===== src/sstp_pkg.sv =====
package sstp_pkg;

    // Field widths.
    localparam int VALUE_BITS    = 32;
    localparam int POSITION_BITS = 16;
    localparam int KIND_BITS     = 3;
    localparam int STATUS_BITS   = 2;
    localparam int PHASE_BITS    = 4;

    // Stream widths: the result data carries three values, three flags and the position.
    localparam int RESULT_BITS = 3 * VALUE_BITS + 3 + POSITION_BITS;
    localparam int M_DATA_BITS = ((RESULT_BITS + 7) / 8) * 8;
    localparam int S_DATA_BITS = ((VALUE_BITS + 7) / 8) * 8;

    typedef logic signed [VALUE_BITS-1:0] value_t;
    typedef logic [POSITION_BITS-1:0]     pos_t;
    typedef logic [KIND_BITS-1:0]         kind_t;
    typedef logic [STATUS_BITS-1:0]       status_t;
    typedef logic [PHASE_BITS-1:0]        phase_t;

    // Token kinds.
    localparam kind_t K_LB    = 3'd0;
    localparam kind_t K_RB    = 3'd1;
    localparam kind_t K_COLON = 3'd2;
    localparam kind_t K_INT   = 3'd3;
    localparam kind_t K_END   = 3'd5;

    // Parser phases.
    localparam phase_t PH_WANT_LB    = 4'd0;
    localparam phase_t PH_OPEN       = 4'd1;
    localparam phase_t PH_HAVE_START = 4'd2;
    localparam phase_t PH_COLON1     = 4'd3;
    localparam phase_t PH_HAVE_STOP  = 4'd4;
    localparam phase_t PH_COLON2     = 4'd5;
    localparam phase_t PH_HAVE_STEP  = 4'd6;
    localparam phase_t PH_CLOSED     = 4'd7;
    localparam phase_t PH_SKIP       = 4'd8;

    // Result status codes.
    localparam status_t ST_OK        = 2'd0;
    localparam status_t ST_SYNTAX    = 2'd1;
    localparam status_t ST_ZERO_STEP = 2'd2;

    // Given flags: bit 0 start, bit 1 stop, bit 2 step.
    typedef struct packed {
        phase_t     phase;
        value_t     start_val;
        value_t     stop_val;
        value_t     step_val;
        logic [2:0] given;
        pos_t       index;
    } parse_state_t;

    typedef struct packed {
        status_t    status;
        value_t     start_val;
        value_t     stop_val;
        value_t     step_val;
        logic [2:0] given;
        pos_t       error_position;
    } result_t;

    function automatic parse_state_t state_clear();
        parse_state_t s;
        s.phase     = PH_WANT_LB;
        s.start_val = '0;
        s.stop_val  = '0;
        s.step_val  = '0;
        s.given     = '0;
        s.index     = '0;
        return s;
    endfunction

endpackage


===== src/sstp_step.sv =====
module sstp_step
    import sstp_pkg::*;
(
    input  parse_state_t cur,
    input  kind_t        token_kind,
    input  value_t       token_value,
    output parse_state_t nxt,
    output logic         emit,
    output result_t      result
);

    logic    fail;
    status_t fail_status;

    always_comb
    begin
        nxt         = cur;
        fail        = 1'b0;
        fail_status = ST_SYNTAX;
        emit        = 1'b0;

        // The result carries what was recorded before this token.
        result.status         = ST_OK;
        result.start_val      = cur.start_val;
        result.stop_val       = cur.stop_val;
        result.step_val       = cur.step_val;
        result.given          = cur.given;
        result.error_position = '0;

        // Token position saturates at all ones.
        if (cur.index != '1)
        begin
            nxt.index = cur.index + 1'b1;
        end

        case (cur.phase)
            PH_WANT_LB:
            begin
                if (token_kind == K_LB) nxt.phase = PH_OPEN;
                else fail = 1'b1;
            end
            PH_OPEN:
            begin
                if (token_kind == K_RB)
                begin
                    nxt.phase = PH_CLOSED;
                end
                else if (token_kind == K_INT)
                begin
                    nxt.start_val = token_value;
                    nxt.given[0]  = 1'b1;
                    nxt.phase     = PH_HAVE_START;
                end
                else if (token_kind == K_COLON)
                begin
                    nxt.phase = PH_COLON1;
                end
                else
                begin
                    fail = 1'b1;
                end
            end
            PH_HAVE_START:
            begin
                if (token_kind == K_COLON) nxt.phase = PH_COLON1;
                else if (token_kind == K_RB) nxt.phase = PH_CLOSED;
                else fail = 1'b1;
            end
            PH_COLON1:
            begin
                if (token_kind == K_INT)
                begin
                    nxt.stop_val = token_value;
                    nxt.given[1] = 1'b1;
                    nxt.phase    = PH_HAVE_STOP;
                end
                else if (token_kind == K_COLON)
                begin
                    nxt.phase = PH_COLON2;
                end
                else if (token_kind == K_RB)
                begin
                    nxt.phase = PH_CLOSED;
                end
                else
                begin
                    fail = 1'b1;
                end
            end
            PH_HAVE_STOP:
            begin
                if (token_kind == K_COLON) nxt.phase = PH_COLON2;
                else if (token_kind == K_RB) nxt.phase = PH_CLOSED;
                else fail = 1'b1;
            end
            PH_COLON2:
            begin
                if (token_kind == K_INT)
                begin
                    // A zero step is reported as its own error kind.
                    if (token_value == '0)
                    begin
                        fail        = 1'b1;
                        fail_status = ST_ZERO_STEP;
                    end
                    else
                    begin
                        nxt.step_val = token_value;
                        nxt.given[2] = 1'b1;
                        nxt.phase    = PH_HAVE_STEP;
                    end
                end
                else if (token_kind == K_RB)
                begin
                    nxt.phase = PH_CLOSED;
                end
                else
                begin
                    fail = 1'b1;
                end
            end
            PH_HAVE_STEP:
            begin
                if (token_kind == K_RB) nxt.phase = PH_CLOSED;
                else fail = 1'b1;
            end
            PH_CLOSED:
            begin
                if (token_kind == K_END)
                begin
                    emit = 1'b1;
                    nxt  = state_clear();
                end
                else
                begin
                    fail = 1'b1;
                end
            end
            default:
            begin
                // Skipping after an error: only the end marker matters.
                if (token_kind == K_END) nxt = state_clear();
            end
        endcase

        // A failing token reports its own position and starts the skip; a failing end marker clears the state instead.
        if (fail)
        begin
            emit                  = 1'b1;
            result.status         = fail_status;
            result.error_position = cur.index;
            if (token_kind == K_END)
            begin
                nxt = state_clear();
            end
            else
            begin
                nxt           = cur;
                nxt.index     = cur.index != '1 ? cur.index + 1'b1 : cur.index;
                nxt.phase     = PH_SKIP;
            end
        end
    end

endmodule


===== src/slice_spec_token_parser.sv =====
// Channel   Direction  tdata                     tuser
// s_*       in         token_value               token_kind
// m_*       out        values, flags, position   status
//
// One token is taken per cycle unless stalled; a result appears on m_* in the
// cycle after its token. The parse state and a single result register set the
// rate. Reset returns the parser to expecting a left bracket with nothing held.
// s_tready stays high while the result register is empty or being drained.
module slice_spec_token_parser
    import sstp_pkg::*;
(
    input  logic                   clk,
    input  logic                   rst_n,

    input  logic                   s_tvalid,
    output logic                   s_tready,
    // [31:0] token_value
    input  logic [S_DATA_BITS-1:0] s_tdata,
    // [2:0] token_kind
    input  logic [KIND_BITS-1:0]   s_tuser,

    output logic                   m_tvalid,
    input  logic                   m_tready,
    // [31:0] start_value, [63:32] stop_value, [95:64] step_value,
    // [96] start_given, [97] stop_given, [98] step_given,
    // [114:99] error_position, rest zero
    output logic [M_DATA_BITS-1:0] m_tdata,
    // [1:0] status
    output logic [STATUS_BITS-1:0] m_tuser
);

    parse_state_t state_reg;
    parse_state_t state_next;
    result_t      result_reg;
    result_t      step_result;
    logic         step_emit;
    logic         out_valid_reg;
    logic         in_fire;

    assign s_tready = !out_valid_reg || m_tready;
    assign in_fire  = s_tvalid && s_tready;

    // Next parse state and result for the offered token.
    sstp_step u_step (
        .cur         (state_reg),
        .token_kind  (s_tuser),
        .token_value (value_t'(s_tdata[VALUE_BITS-1:0])),
        .nxt         (state_next),
        .emit        (step_emit),
        .result      (step_result)
    );

    // Parse state advances on each accepted token.
    always_ff @(posedge clk or negedge rst_n)
    begin
        if (!rst_n)
        begin
            state_reg <= state_clear();
        end
        else if (in_fire)
        begin
            state_reg <= state_next;
        end
    end

    // Result register with its valid flag.
    always_ff @(posedge clk or negedge rst_n)
    begin
        if (!rst_n)
        begin
            out_valid_reg <= 1'b0;
        end
        else if (in_fire && step_emit)
        begin
            out_valid_reg <= 1'b1;
        end
        else if (m_tready)
        begin
            out_valid_reg <= 1'b0;
        end
    end

    always_ff @(posedge clk)
    begin
        if (in_fire && step_emit)
        begin
            result_reg <= step_result;
        end
    end

    // Pack the result onto the stream.
    assign m_tvalid = out_valid_reg;
    assign m_tuser  = result_reg.status;
    assign m_tdata  = M_DATA_BITS'({result_reg.error_position,
                                    result_reg.given,
                                    result_reg.step_val,
                                    result_reg.stop_val,
                                    result_reg.start_val});

endmodule

===== config.mk =====
export PLATFORM = sky130hd
export DESIGN_NAME = slice_spec_token_parser
export DESIGN_NICKNAME = d
export VERILOG_FILES = /design/src/sstp_pkg.sv /design/src/sstp_step.sv /design/src/slice_spec_token_parser.sv
export SDC_FILE = /design/constraint.sdc
export NUM_CORES = 1
export LEC_CHECK = 0
export BUFFER_PORTS_ARGS = -buffer_cell sky130_fd_sc_hd__buf_4
export CORE_ASPECT_RATIO = 1.25
export CORE_MARGIN = 8
export CORE_UTILIZATION = 55
export DETAILED_ROUTE_END_ITERATION = 7
export PLACE_DENSITY = 0.91
export REMOVE_ABC_BUFFERS = 1
export SETUP_SLACK_MARGIN = 0.5
export SLEW_MARGIN = 10
export SYNTH_ARGS = -nofsm -noshare
export SYNTH_HDL_FRONTEND = slang
export SYNTH_SLANG_ARGS = --single-unit

===== constraint.sdc =====
create_clock -name clk -period 10.3 [get_ports clk]
set_clock_uncertainty 0.05 [all_clocks]
set_input_delay 2.06 -clock clk [delete_from_list [all_inputs] [get_ports clk]]
set_output_delay 2.06 -clock clk [all_outputs]
set_load 0.005 [all_outputs]

==> results.md, run 1 <==
* Run status: completed
* Remaining global-route overflow at 0
* Place WS at 4.21 ns
* Std cell rows at 52
* Leakage dissipation at 4.81 nW
* Worst-Skew Late Latency at 0.51 ns
* Yosys top cell area share at 0.396
* Filler cells at 1098
* Hold Crit Depth at 0
* Fin. Hold Viols at 0
* Comb power frac at 0.183
* Diode count at 0
* Syn-to-layout area delta at 23.9%
* Final Power at 2.61 mW
* Initial DRT Pass Iterations at 5
* Cell variety after synth at 61
* Synthesized instance count at 626
* Detailed Place HPWL at 13900 um
* Minimum clock period at 5.50 ns
* Yosys reg bits at 237
* Cts hold-fix bufs at 0
* Crit. End Element: flip-flop
* H-tree depth at 1
* Hold_ws at 0.387 ns
* Seq pwr share at 0.501
* Post-synth ARST share at 0.506
* CP startpoint kind: input pin
* Die height at 158 um
* Routed WL at 21300 um
* Post-cts sizing count at 0
* Fin. max-slew vios at 0
* Die Wd at 130 um
* Switching Power at 707 uW
* Pint at 1.90 mW
* Rel. slew slack at 0.234
* First-pass GRT wire length at 33000 um
* Sw frac at 0.271
* Slew @ Worst Pin at 1.15 ns
* Max cap viols at 0
* Setup violators final at 0
* Count of input and output buffers at 157
* Initial Util at 0.554
* Yosys top cell by area: edfxtp_1
* Core ar. at 0.0160 mm2
* Max Fclk at 0.182 GHz
* Die area at 0.0205 mm2
* TritonCTS clock tree: yes
* Leading post-synthesis cells by cell area: edfxtp_1, dfrtp_1, a22o_1
* Io pins at 163
* Max clock buf depth at 3
* Commonest non-fill, non-tap cell in the layout: buf_4
* Fin cells at 1013
* Avg Cell Area, Syn at 14.2 um2
* Synth Flop Type: dfrtp_1
* Vias in the first global route at 6091
* Sequential element share of the synthesized area at 0.735
* EDFF count, synth at 117
* Worst reg-to-reg path cell count at 8
* Fin util at 0.687
* RSZ-0062 raised after global routing: no
* DP Area at 0.0102 mm2
* Warnings, synthesis at 0
* DRC viols at 0
* Reg2Reg Capture Point: m_tdata[33]$_DFFE_PP_
* WP data arrival at 5.57 ns
* Total setup buffers inserted after CTS at 0
* Placed cell count at 973
* Worst Hold Endpoint: m_tdata[53]$_DFFE_PP_
* Synthesized area at 0.00887 mm2
* Nets at 821
* Hold_sp: state_reg[72]$_DFFE_PN0P_
* Sink Count at 237
* CP required at 10.37 ns
* Global-route usage over all layers at 0.207
* Most frequent cells in the layout: buf_4, dfrtp_1, edfxtp_1
* Largest net degree at the start of global routing at 76
* Final period util at 0.534
* 1st-iter DRT viols at 599
* Setup tns final at 0 ns
* Layout cells sized above 1 at 0.310
* Worst reg2reg setup slack at 6.32 ns
* Hold Path Class: reg2reg
* Pwr dens at 238 mW/mm2
* Reg2reg start: state_reg[115]$_DFFE_PN0P_
* Worst vdd rail ir drop at 0.145 mV
* Detail Route Antenna Nets at 0
* CTS buffer count at 22
* Setup WS post-layout at 4.80 ns
* Final instance area at 0.0110 mm2
* DR vias at 5803
* DR WL/cell at 21.0 um
* Via/cell ratio at 5.73
* GPL Wtd Cong at 0.875
* Critical path class: in2reg
* Number of flip-flops under the largest register name at 119
* Clk slew on worst S/H paths at 0.07 ns
* CP Max Fanout at 73
* Antenna violations before repair at 0
* CTS root buf: clkbuf_16
* Clock power share at 0.317
==> cells in the mapped netlist, drive strengths merged, types with 2 or more instances <==
cell type / instances
nor4: 13
nand3: 45
or2: 3
a31oi: 2
nand2b: 2
nor2b: 18
or3: 3
xor2: 4
buf: 18
o211ai: 2
and2: 4
o21a: 2
or4: 2
xnor2: 7
nor3: 12
dfrtp: 120
o41ai: 2
o31ai: 3
a21oi: 12
a21o: 2
and3: 2
a22o: 64
nor2: 23
nand2: 81
a22oi: 2
nand4: 3
inv: 5
clkbuf: 24
o21ai: 8
edfxtp: 117
==> critical path, cell delays in order <==
cell,delay (ns)
buf_4,0.12
nor4_1,0.52
nand4_1,0.29
nor4_2,0.61
nor4_2,0.07
buf_4,0.22
a21oi_4,0.36
buf_4,0.47
buf_4,0.79
==> metal layers <==
metal / GRT usage / vias to the layer above / share of wire
met5: 0 / - / 0
met2: 0.365 / 264 / 0.53
li1: - / 2597 / -
met1: 0.253 / 2908 / 0.37
met3: 0.0404 / 34 / 0.086
met4: 0.0571 / 0 / 0.020
==> worst max-delay path by stage <==
| stage | startpoint | end |
|---|---|---|
| 2_1_floorplan | s_tuser[0] | m_tdata[0]$_DFFE_PP_ |
| 3_3_place_gp | s_tdata[13] | m_tdata[33]$_DFFE_PP_ |
| 3_5_place_dp | s_tdata[13] | m_tdata[54]$_DFFE_PP_ |
| 4_1_cts | s_tdata[1] | m_tdata[83]$_DFFE_PP_ |
| 5_1_grt | s_tdata[13] | m_tdata[80]$_DFFE_PP_ |
| 6_report | s_tdata[1] | m_tdata[33]$_DFFE_PP_ |
==> layout make-up <==
type | count | area (um2) | share of cell area
clock buffer | 26 | 576 | 0.0524
multi-input combinational | 346 | 2170 | 0.197
timing repair buffer | 169 | 1270 | 0.115
sequential | 237 | 6520 | 0.593
inverter | 5 | 18.8 | 0.00171
tap | 216 | 270 | 0.0246
clock inverter | 14 | 169 | 0.0154
==> logic make-up (layout without fill, tap and decap cells) <==
logic type,Yosys count,count (layout),synth area share
xor gates and xnor gates,11,11,0.0109
adders and majority gates,2,2,0.00254
buffers and inverters,47,214,0.0264
AOI/OAI and AO/OA,111,111,0.106
and+or+nand+nor,217,217,0.119
DFF,237,237,0.735
other,1,5,0.000423
==> power groups by stage <==
stage          Combinational [mW]  Sequential [mW]  Clock (mW)
6_report                    0.478             1.31       0.827
5_1_grt                     0.528             1.33       0.870
4_1_cts                     0.486             1.31       0.836
3_5_place_dp                0.485             1.32           0
3_3_place_gp                0.469             1.32           0
2_1_floorplan               0.198             1.34           0
Note: power is estimated with default switching activity, not from simulation.
==> inputs of run 2 (changes only) <==
CORE_UTILIZATION = 50   (was 55)
PLACE_DENSITY = 0.88   (was 0.91)
clock period = 4.5 ns   (was 10.3 ns; I/O delays follow)
==> results.md, run 2 (synthesis gave the netlist of run 1 again) <==
* Run status: completed
* Diode count at 0 (unchanged)
* Sw frac at 0.270 (-0.000445)
* Pwr dens at 546 mW/mm2 (+130%)
* Max Fclk at 0.309 GHz
* Commonest non-fill, non-tap cell in the layout: buf_4
* RSZ-0062 raised after global routing: no
* Global-route usage over all layers at 0.188 (-0.0192)
* Core ar. at 0.0174 mm2 (+8.9%)
* WP data arrival at 3.62 ns (-1.95 ns)
* Syn-to-layout area delta at 24.8%
* Io pins at 163 (unchanged)
* Initial DRT Pass Iterations at 5 (unchanged)
* Total setup buffers inserted after CTS at 0 (unchanged)
* CTS root buf: clkbuf_16
* Die height at 165 um (+4.4%)
* Worst vdd rail ir drop at 0.395 mV (+170%)
* First-pass GRT wire length at 33100 um (+0.17%)
* Crit. End Element: flip-flop
* DR WL/cell at 20.6 um (-1.8%)
* Switching Power at 1.64 mW (+130%)
* Clock power share at 0.321 (+0.004)
* CP required at 4.88 ns (-5.49 ns)
* Minimum clock period at 3.24 ns
* Remaining global-route overflow at 0 (unchanged)
* Fin. Hold Viols at 0 (unchanged)
* Sink Count at 237 (unchanged)
* Worst-Skew Late Latency at 0.50 ns (about the same)
* GPL Wtd Cong at 0.874 (-0.19%)
* Fin. max-slew vios at 0 (unchanged)
* Post-cts sizing count at 0 (unchanged)
* Filler cells at 1277 (+16%)
* Die area at 0.0223 mm2 (+8.9%)
* Detail Route Antenna Nets at 0 (unchanged)
* Vias in the first global route at 5925 (-2.7%)
* CTS buffer count at 23 (+4.5%)
* Max cap viols at 0 (unchanged)
* Std cell rows at 54 (+3.8%)
* Detailed Place HPWL at 14100 um (+1.7%)
* Seq pwr share at 0.495 (-0.006)
* Nets at 823 (+0.24%)
* Cts hold-fix bufs at 0 (unchanged)
* 1st-iter DRT viols at 478 (-20%)
* Pint at 4.41 mW (+130%)
* Max clock buf depth at 3 (unchanged)
* Antenna violations before repair at 0 (unchanged)
* DRC viols at 0 (unchanged)
* Leakage dissipation at 4.85 nW (+0.78%)
* Setup violators final at 0 (unchanged)
* TritonCTS clock tree: yes
* Comb power frac at 0.184 (about the same)
* Rel. slew slack at 0.431 (+0.197)
* Die Wd at 135 um (+4.3%)
* Slew @ Worst Pin at 0.850 ns (-0.295 ns)
* Critical path class: in2reg
* DR vias at 5736 (-1.2%)
* Routed WL at 21100 um (-0.77%)
* Met3 routed WL at 1680 um (-7.9%)
* Count of input and output buffers at 157 (unchanged)
* CP Max Fanout at 22 (-70%)
* CP startpoint kind: input pin
* Wl on met1 at 8180 um (+4.1%)
* Most frequent cells in the layout: buf_4, dfrtp_1, edfxtp_1
* Number of flip-flops under the largest register name at 119 (unchanged)
* Clk slew on worst S/H paths at 0.07 ns (about the same)
* Final period util at 0.719
* Via/cell ratio at 5.60 (-2.2%)
* Initial Util at 0.509 (-0.0453)
* Layout cells sized above 1 at 0.311 (+0.00134)
* Setup tns final at 0 ns (unchanged)
* Largest net degree at the start of global routing at 106 (+39%)
* Hold Path Class: reg2reg
* Top layer used by detailed routing: met4
* H-tree depth at 1 (unchanged)
* Fin util at 0.635 (-0.0515)
* Met2 WL at 10900 um (-2.7%)
-- run 2: power groups by stage --
stage                     registers [mW]  logic [mW]  clock network, mW
after detailed placement            3.03        1.13                  0
after CTS                           3.00        1.13               1.97
final                               2.99        1.11               1.94
after floorplan                     3.06       0.452                  0
after global placement              3.01        1.10                  0
after global routing                3.03        1.22               2.06
-- run 2: critical path, cell delays in order --
cell and delay, ns:
buf_4 0.14, or3b_1 0.38, a32oi_1 0.22, nor2_1 0.09, or3_4 0.43, o41ai_4 0.81
buf_4 0.42, a22o_2 0.20
-- run 2: final timing paths --
kind	endpoint	start	cells after the start	slack, ns
min in group asynchronous	state_reg[7]$_DFFE_PN0P_	rst_n	1	0.44
max	state_reg[73]$_DFFE_PN0P_	s_tuser[0]	8	1.26
min reg2reg	m_tdata[89]$_DFFE_PP_	state_reg[44]$_DFFE_PN0P_	0	0.40
max reg2reg	state_reg[73]$_DFFE_PN0P_	state_reg[117]$_DFFE_PN0P_	7	1.28
min	m_tdata[89]$_DFFE_PP_	state_reg[44]$_DFFE_PN0P_	0	0.40
max in group asynchronous	state_reg[101]$_DFFE_PN0P_	rst_n	2	3.13
-- run 2: stage by stage --
stage          instance area [um2]  hold slack (ns)  worst slack [ns]  power, mW  cells
2_1_floorplan                 8670            0.375             -4.00       3.51    588
3_3_place_gp                 10300            0.378             0.830       4.11    982
3_5_place_dp                 10300            0.383             0.701       4.16    982
4_1_cts                      11100            0.399              1.25       6.10   1024
5_1_grt                      11100            0.399              1.14       6.31   1024
6_report                     11100            0.399              1.26       6.05   1024
-- run 2: routing by layer --
metal  global-route usage  vias up
li1                     -     2609
met1                0.238     2845
met2                0.326      245
met3               0.0344       37
met4               0.0465        0
met5                    0        -
-- run 2: final cells by class --
cell class	instances	area (um2)	area share
repair buffers	170	1310	0.119
flip-flops and latches	237	6520	0.589
well taps	224	280	0.0253
clock buffers	30	652	0.0589
inverters	5	18.8	0.00170
clock inverters	12	119	0.0107
multi-input cells	346	2170	0.196
==> inputs of run 3 (changes only) <==
ABC_AREA = 1   (was unset)
CORE_UTILIZATION = 57   (was 50)
PLACE_DENSITY = 0.92   (was 0.88)
clock period = 3 ns   (was 4.5 ns; I/O delays follow)
==> results.md, run 3 <==
* Run status: completed
* Crit path largest cell delay at 0.42 ns (-0.39 ns)
* Clk slew on worst S/H paths at 0.06 ns (about the same)
* Pwr dens at 1010 mW/mm2 (+85%)
* CP required at 3.38 ns (-1.50 ns)
* Worst reg-to-reg path cell count at 14 (+7)
* Setup violators final at 0 (unchanged)
* Yosys top cell area share at 0.324 (-0.0717)
* Max clock buf depth at 3 (unchanged)
* Sequential element share of the synthesized area at 0.602 (-0.133)
* Yosys top cell by area: edfxtp_1
* DR WL/cell at 18.7 um (-9.6%)
* Fin. Hold Viols at 0 (unchanged)
* Critical path class: reg2reg
* GPL Wtd Cong at 0.848 (-2.9%)
* Synthesized instance count at 1176 (+88%)
* Top delay family on crit path: simple AND/OR/NAND/NOR gates
* H-tree depth at 1 (unchanged)
* Io pins at 163 (unchanged)
* Critical-path top delay cell: dfrtp_1
* Die height at 170 um (+3.2%)
* Fin cells at 1586 (+55%)
* Syn-to-layout area delta at 22.8%
* Worst-Skew Late Latency at 0.50 ns (about the same)
* Most frequent cells in the layout: nand2_1, buf_4, nor2_1
* Yosys reg bits at 237 (unchanged)
* Reg2reg start: state_reg[115]$_DFFE_PN0P_
* Placed cell count at 1524 (+55%)
* Fin. max-slew vios at 0 (unchanged)
* Worst path cell trace: inv_1 -> nor2_2 -> nand3_1 -> nand2_1 -> nand2_1 -> nand2_1 -> nor2_2 -> nand2_4 -> buf_4 -> a21oi_4 -> buf_4 -> clkbuf_16 -> nand3_1 -> nand2_1
* Worst vdd rail ir drop at 0.845 mV (+110%)
* WP data arrival at 2.75 ns (-0.87 ns)
* Setup WS post-layout at 0.639 ns (-0.625 ns)
* DR vias at 8994 (+57%)
* Die area at 0.0237 mm2 (+6.3%)
* CTS root buf: clkbuf_16
* Std cell rows at 56 (+3.7%)
* Synth Flop Type: dfrtp_1
* EDFF count, synth at 117 (unchanged)
* Number of buffers and inverters on the critical path at 4 (+2)
* Remaining global-route overflow at 0 (unchanged)
* Final Power at 13.5 mW (+120%)
* Final period util at 0.787
* DRC viols at 0 (unchanged)
* Avg Cell Area, Syn at 9.21 um2 (-35%)
* Initial DRT Pass Iterations at 7 (+2)
* Cell variety after synth at 33 (-46%)
* Detail Route Antenna Nets at 0 (unchanged)
* Leading post-synthesis cells by cell area: edfxtp_1, dfrtp_1, nand2_1
* Core ar. at 0.0187 mm2 (+7.3%)
* Hold_ws at 0.0621 ns (-0.337 ns)
* Layout cells sized above 1 at 0.190 (-0.121)
* Worst reg2reg setup slack at 0.64 ns (-0.64 ns)
* Number of flip-flops under the largest register name at 119 (unchanged)
* Warnings, synthesis at 0 (unchanged)
* CTS buffer count at 22 (-4.3%)
* Count leader, synth: nand2_1
* CP Max Fanout at 25 (+14%)
* First-pass GRT wire length at 45300 um (+37%)
* Synth top cells by count: nand2_1, nor2_1, inv_1
* Leakage dissipation at 5.99 nW (+24%)
* Max Fclk at 0.424 GHz
* Nets at 1378 (+67%)
* Vias in the first global route at 8713 (+47%)
* Setup tns final at 0 ns (unchanged)
* Count of input and output buffers at 157 (unchanged)
* Minimum clock period at 2.36 ns
* Rel. slew slack at 0.575 (+0.144)
* Crit. End Element: flip-flop
* Diode count at 0 (unchanged)
* Worst path most repeated cell: nand2_1
* 1st-iter DRT viols at 904 (+89%)
* Post-synth ARST share at 0.506 (unchanged)
* Antenna violations before repair at 0 (unchanged)
* Via/cell ratio at 5.67 (+1.2%)
* RSZ-0062 raised after global routing: yes
* Slew @ Worst Pin at 0.638 ns (-0.212 ns)
* Commonest non-fill, non-tap cell in the layout: nand2_1
* Die Wd at 139 um (+3.1%)
* Synthesized area at 0.0108 mm2 (+22%)
* Routed WL at 29600 um (+40%)
* TritonCTS clock tree: yes
* CP startpoint kind: flip-flop
* Initial Util at 0.579 (+0.0702)
* Place WS at 0.169 ns (-0.532 ns)
* Global-route usage over all layers at 0.236 (+0.0480)
* Sink Count at 237 (unchanged)
* Hold Path Class: in2async
* Max cap viols at 0 (unchanged)
* Largest net degree at the start of global routing at 82 (-23%)
* Detailed Place HPWL at 18400 um (+31%)
* Reg2Reg Capture Point: state_reg[59]$_DFFE_PN0P_
==> run 3: metrics by stage <==
| step | util | cell area [um2] |
|---|---|---|
| floorplan | - | 10500 |
| global placement | 0.658 | 12300 |
| detailed placement | 0.658 | 12300 |
| CTS | 0.696 | 13000 |
| global route | 0.711 | 13300 |
| finish | 0.711 | 13300 |
==> run 3: worst reg2reg max path, cell delays in order, from the launching register on <==
cell and delay [ns]:
dfrtp_1 0.42, inv_1 0.18, nor2_2 0.08, nand3_1 0.08, nand2_1 0.07, nand2_1 0.13, nand2_1 0.08, nor2_2 0.15
nand2_4 0.08, buf_4 0.22, a21oi_4 0.22, buf_4 0.17, clkbuf_16 0.20, nand3_1 0.09, nand2_1 0.08
==> run 3: cell type report <==
cell class              count  area, um2
repair inverters            1       5.00
multi-input cells         724       3470
fillers                  1305       5410
flip-flops and latches    237       6520
clock inverters            11        101
inverters                 148        574
well taps                 232        290
clock buffers              29        608
repair buffers            204       1740
==> run 3: cell families after synthesis <==
logic type                 share of synthesized area
AOI/OAI and AO/OA                             0.0906
other                                       0.000346
and+or+nand+nor                                0.219
DFF                                            0.602
xor gates and xnor gates                     0.00566
adders and majority gates                    0.00115
buffers and inverters                         0.0821
==> run 3: how the worst max path moves through the flow <==
stage	cells after the start	from	endpoint	slack, ns
6_report	14	state_reg[115]$_DFFE_PN0P_	state_reg[59]$_DFFE_PN0P_	0.64
5_1_grt	14	state_reg[115]$_DFFE_PN0P_	state_reg[16]$_DFFE_PN0P_	0.47
4_1_cts	12	state_reg[117]$_DFFE_PN0P_	state_reg[55]$_DFFE_PN0P_	0.51
3_5_place_dp	12	s_tdata[19]	state_reg[55]$_DFFE_PN0P_	0.17
3_3_place_gp	12	s_tdata[19]	state_reg[52]$_DFFE_PN0P_	0.22
2_1_floorplan	12	s_tuser[2]	m_tdata[0]$_DFFE_PP_	-3.56
==> run 3: routing by layer <==
| metal | up-vias | share of wire | global-route usage |
|---|---|---|---|
| met5 | - | 0 | 0 |
| met4 | 0 | 0.036 | 0.0966 |
| met3 | 88 | 0.095 | 0.0449 |
| met2 | 531 | 0.50 | 0.407 |
| met1 | 4280 | 0.36 | 0.287 |
| li1 | 4095 | - | - |
==> run 3: repair_timing <==
item	CTS	global route
hold buffers	0	0
setup buffers	0	18
resized for setup	0	17
setup endpoints to repair	0	192
endpoints found under the hold margin	0	0
==> run 3: where the power goes <==
| group | leakage (nW) | switching [mW] | internal [mW] | total (mW) |
|---|---|---|---|---|
| Clock | 0.345 | 1.17 | 1.60 | 2.77 |
| Combinational | 2.94 | 3.06 | 1.98 | 5.04 |
| Sequential | 2.70 | 0.674 | 5.00 | 5.67 |
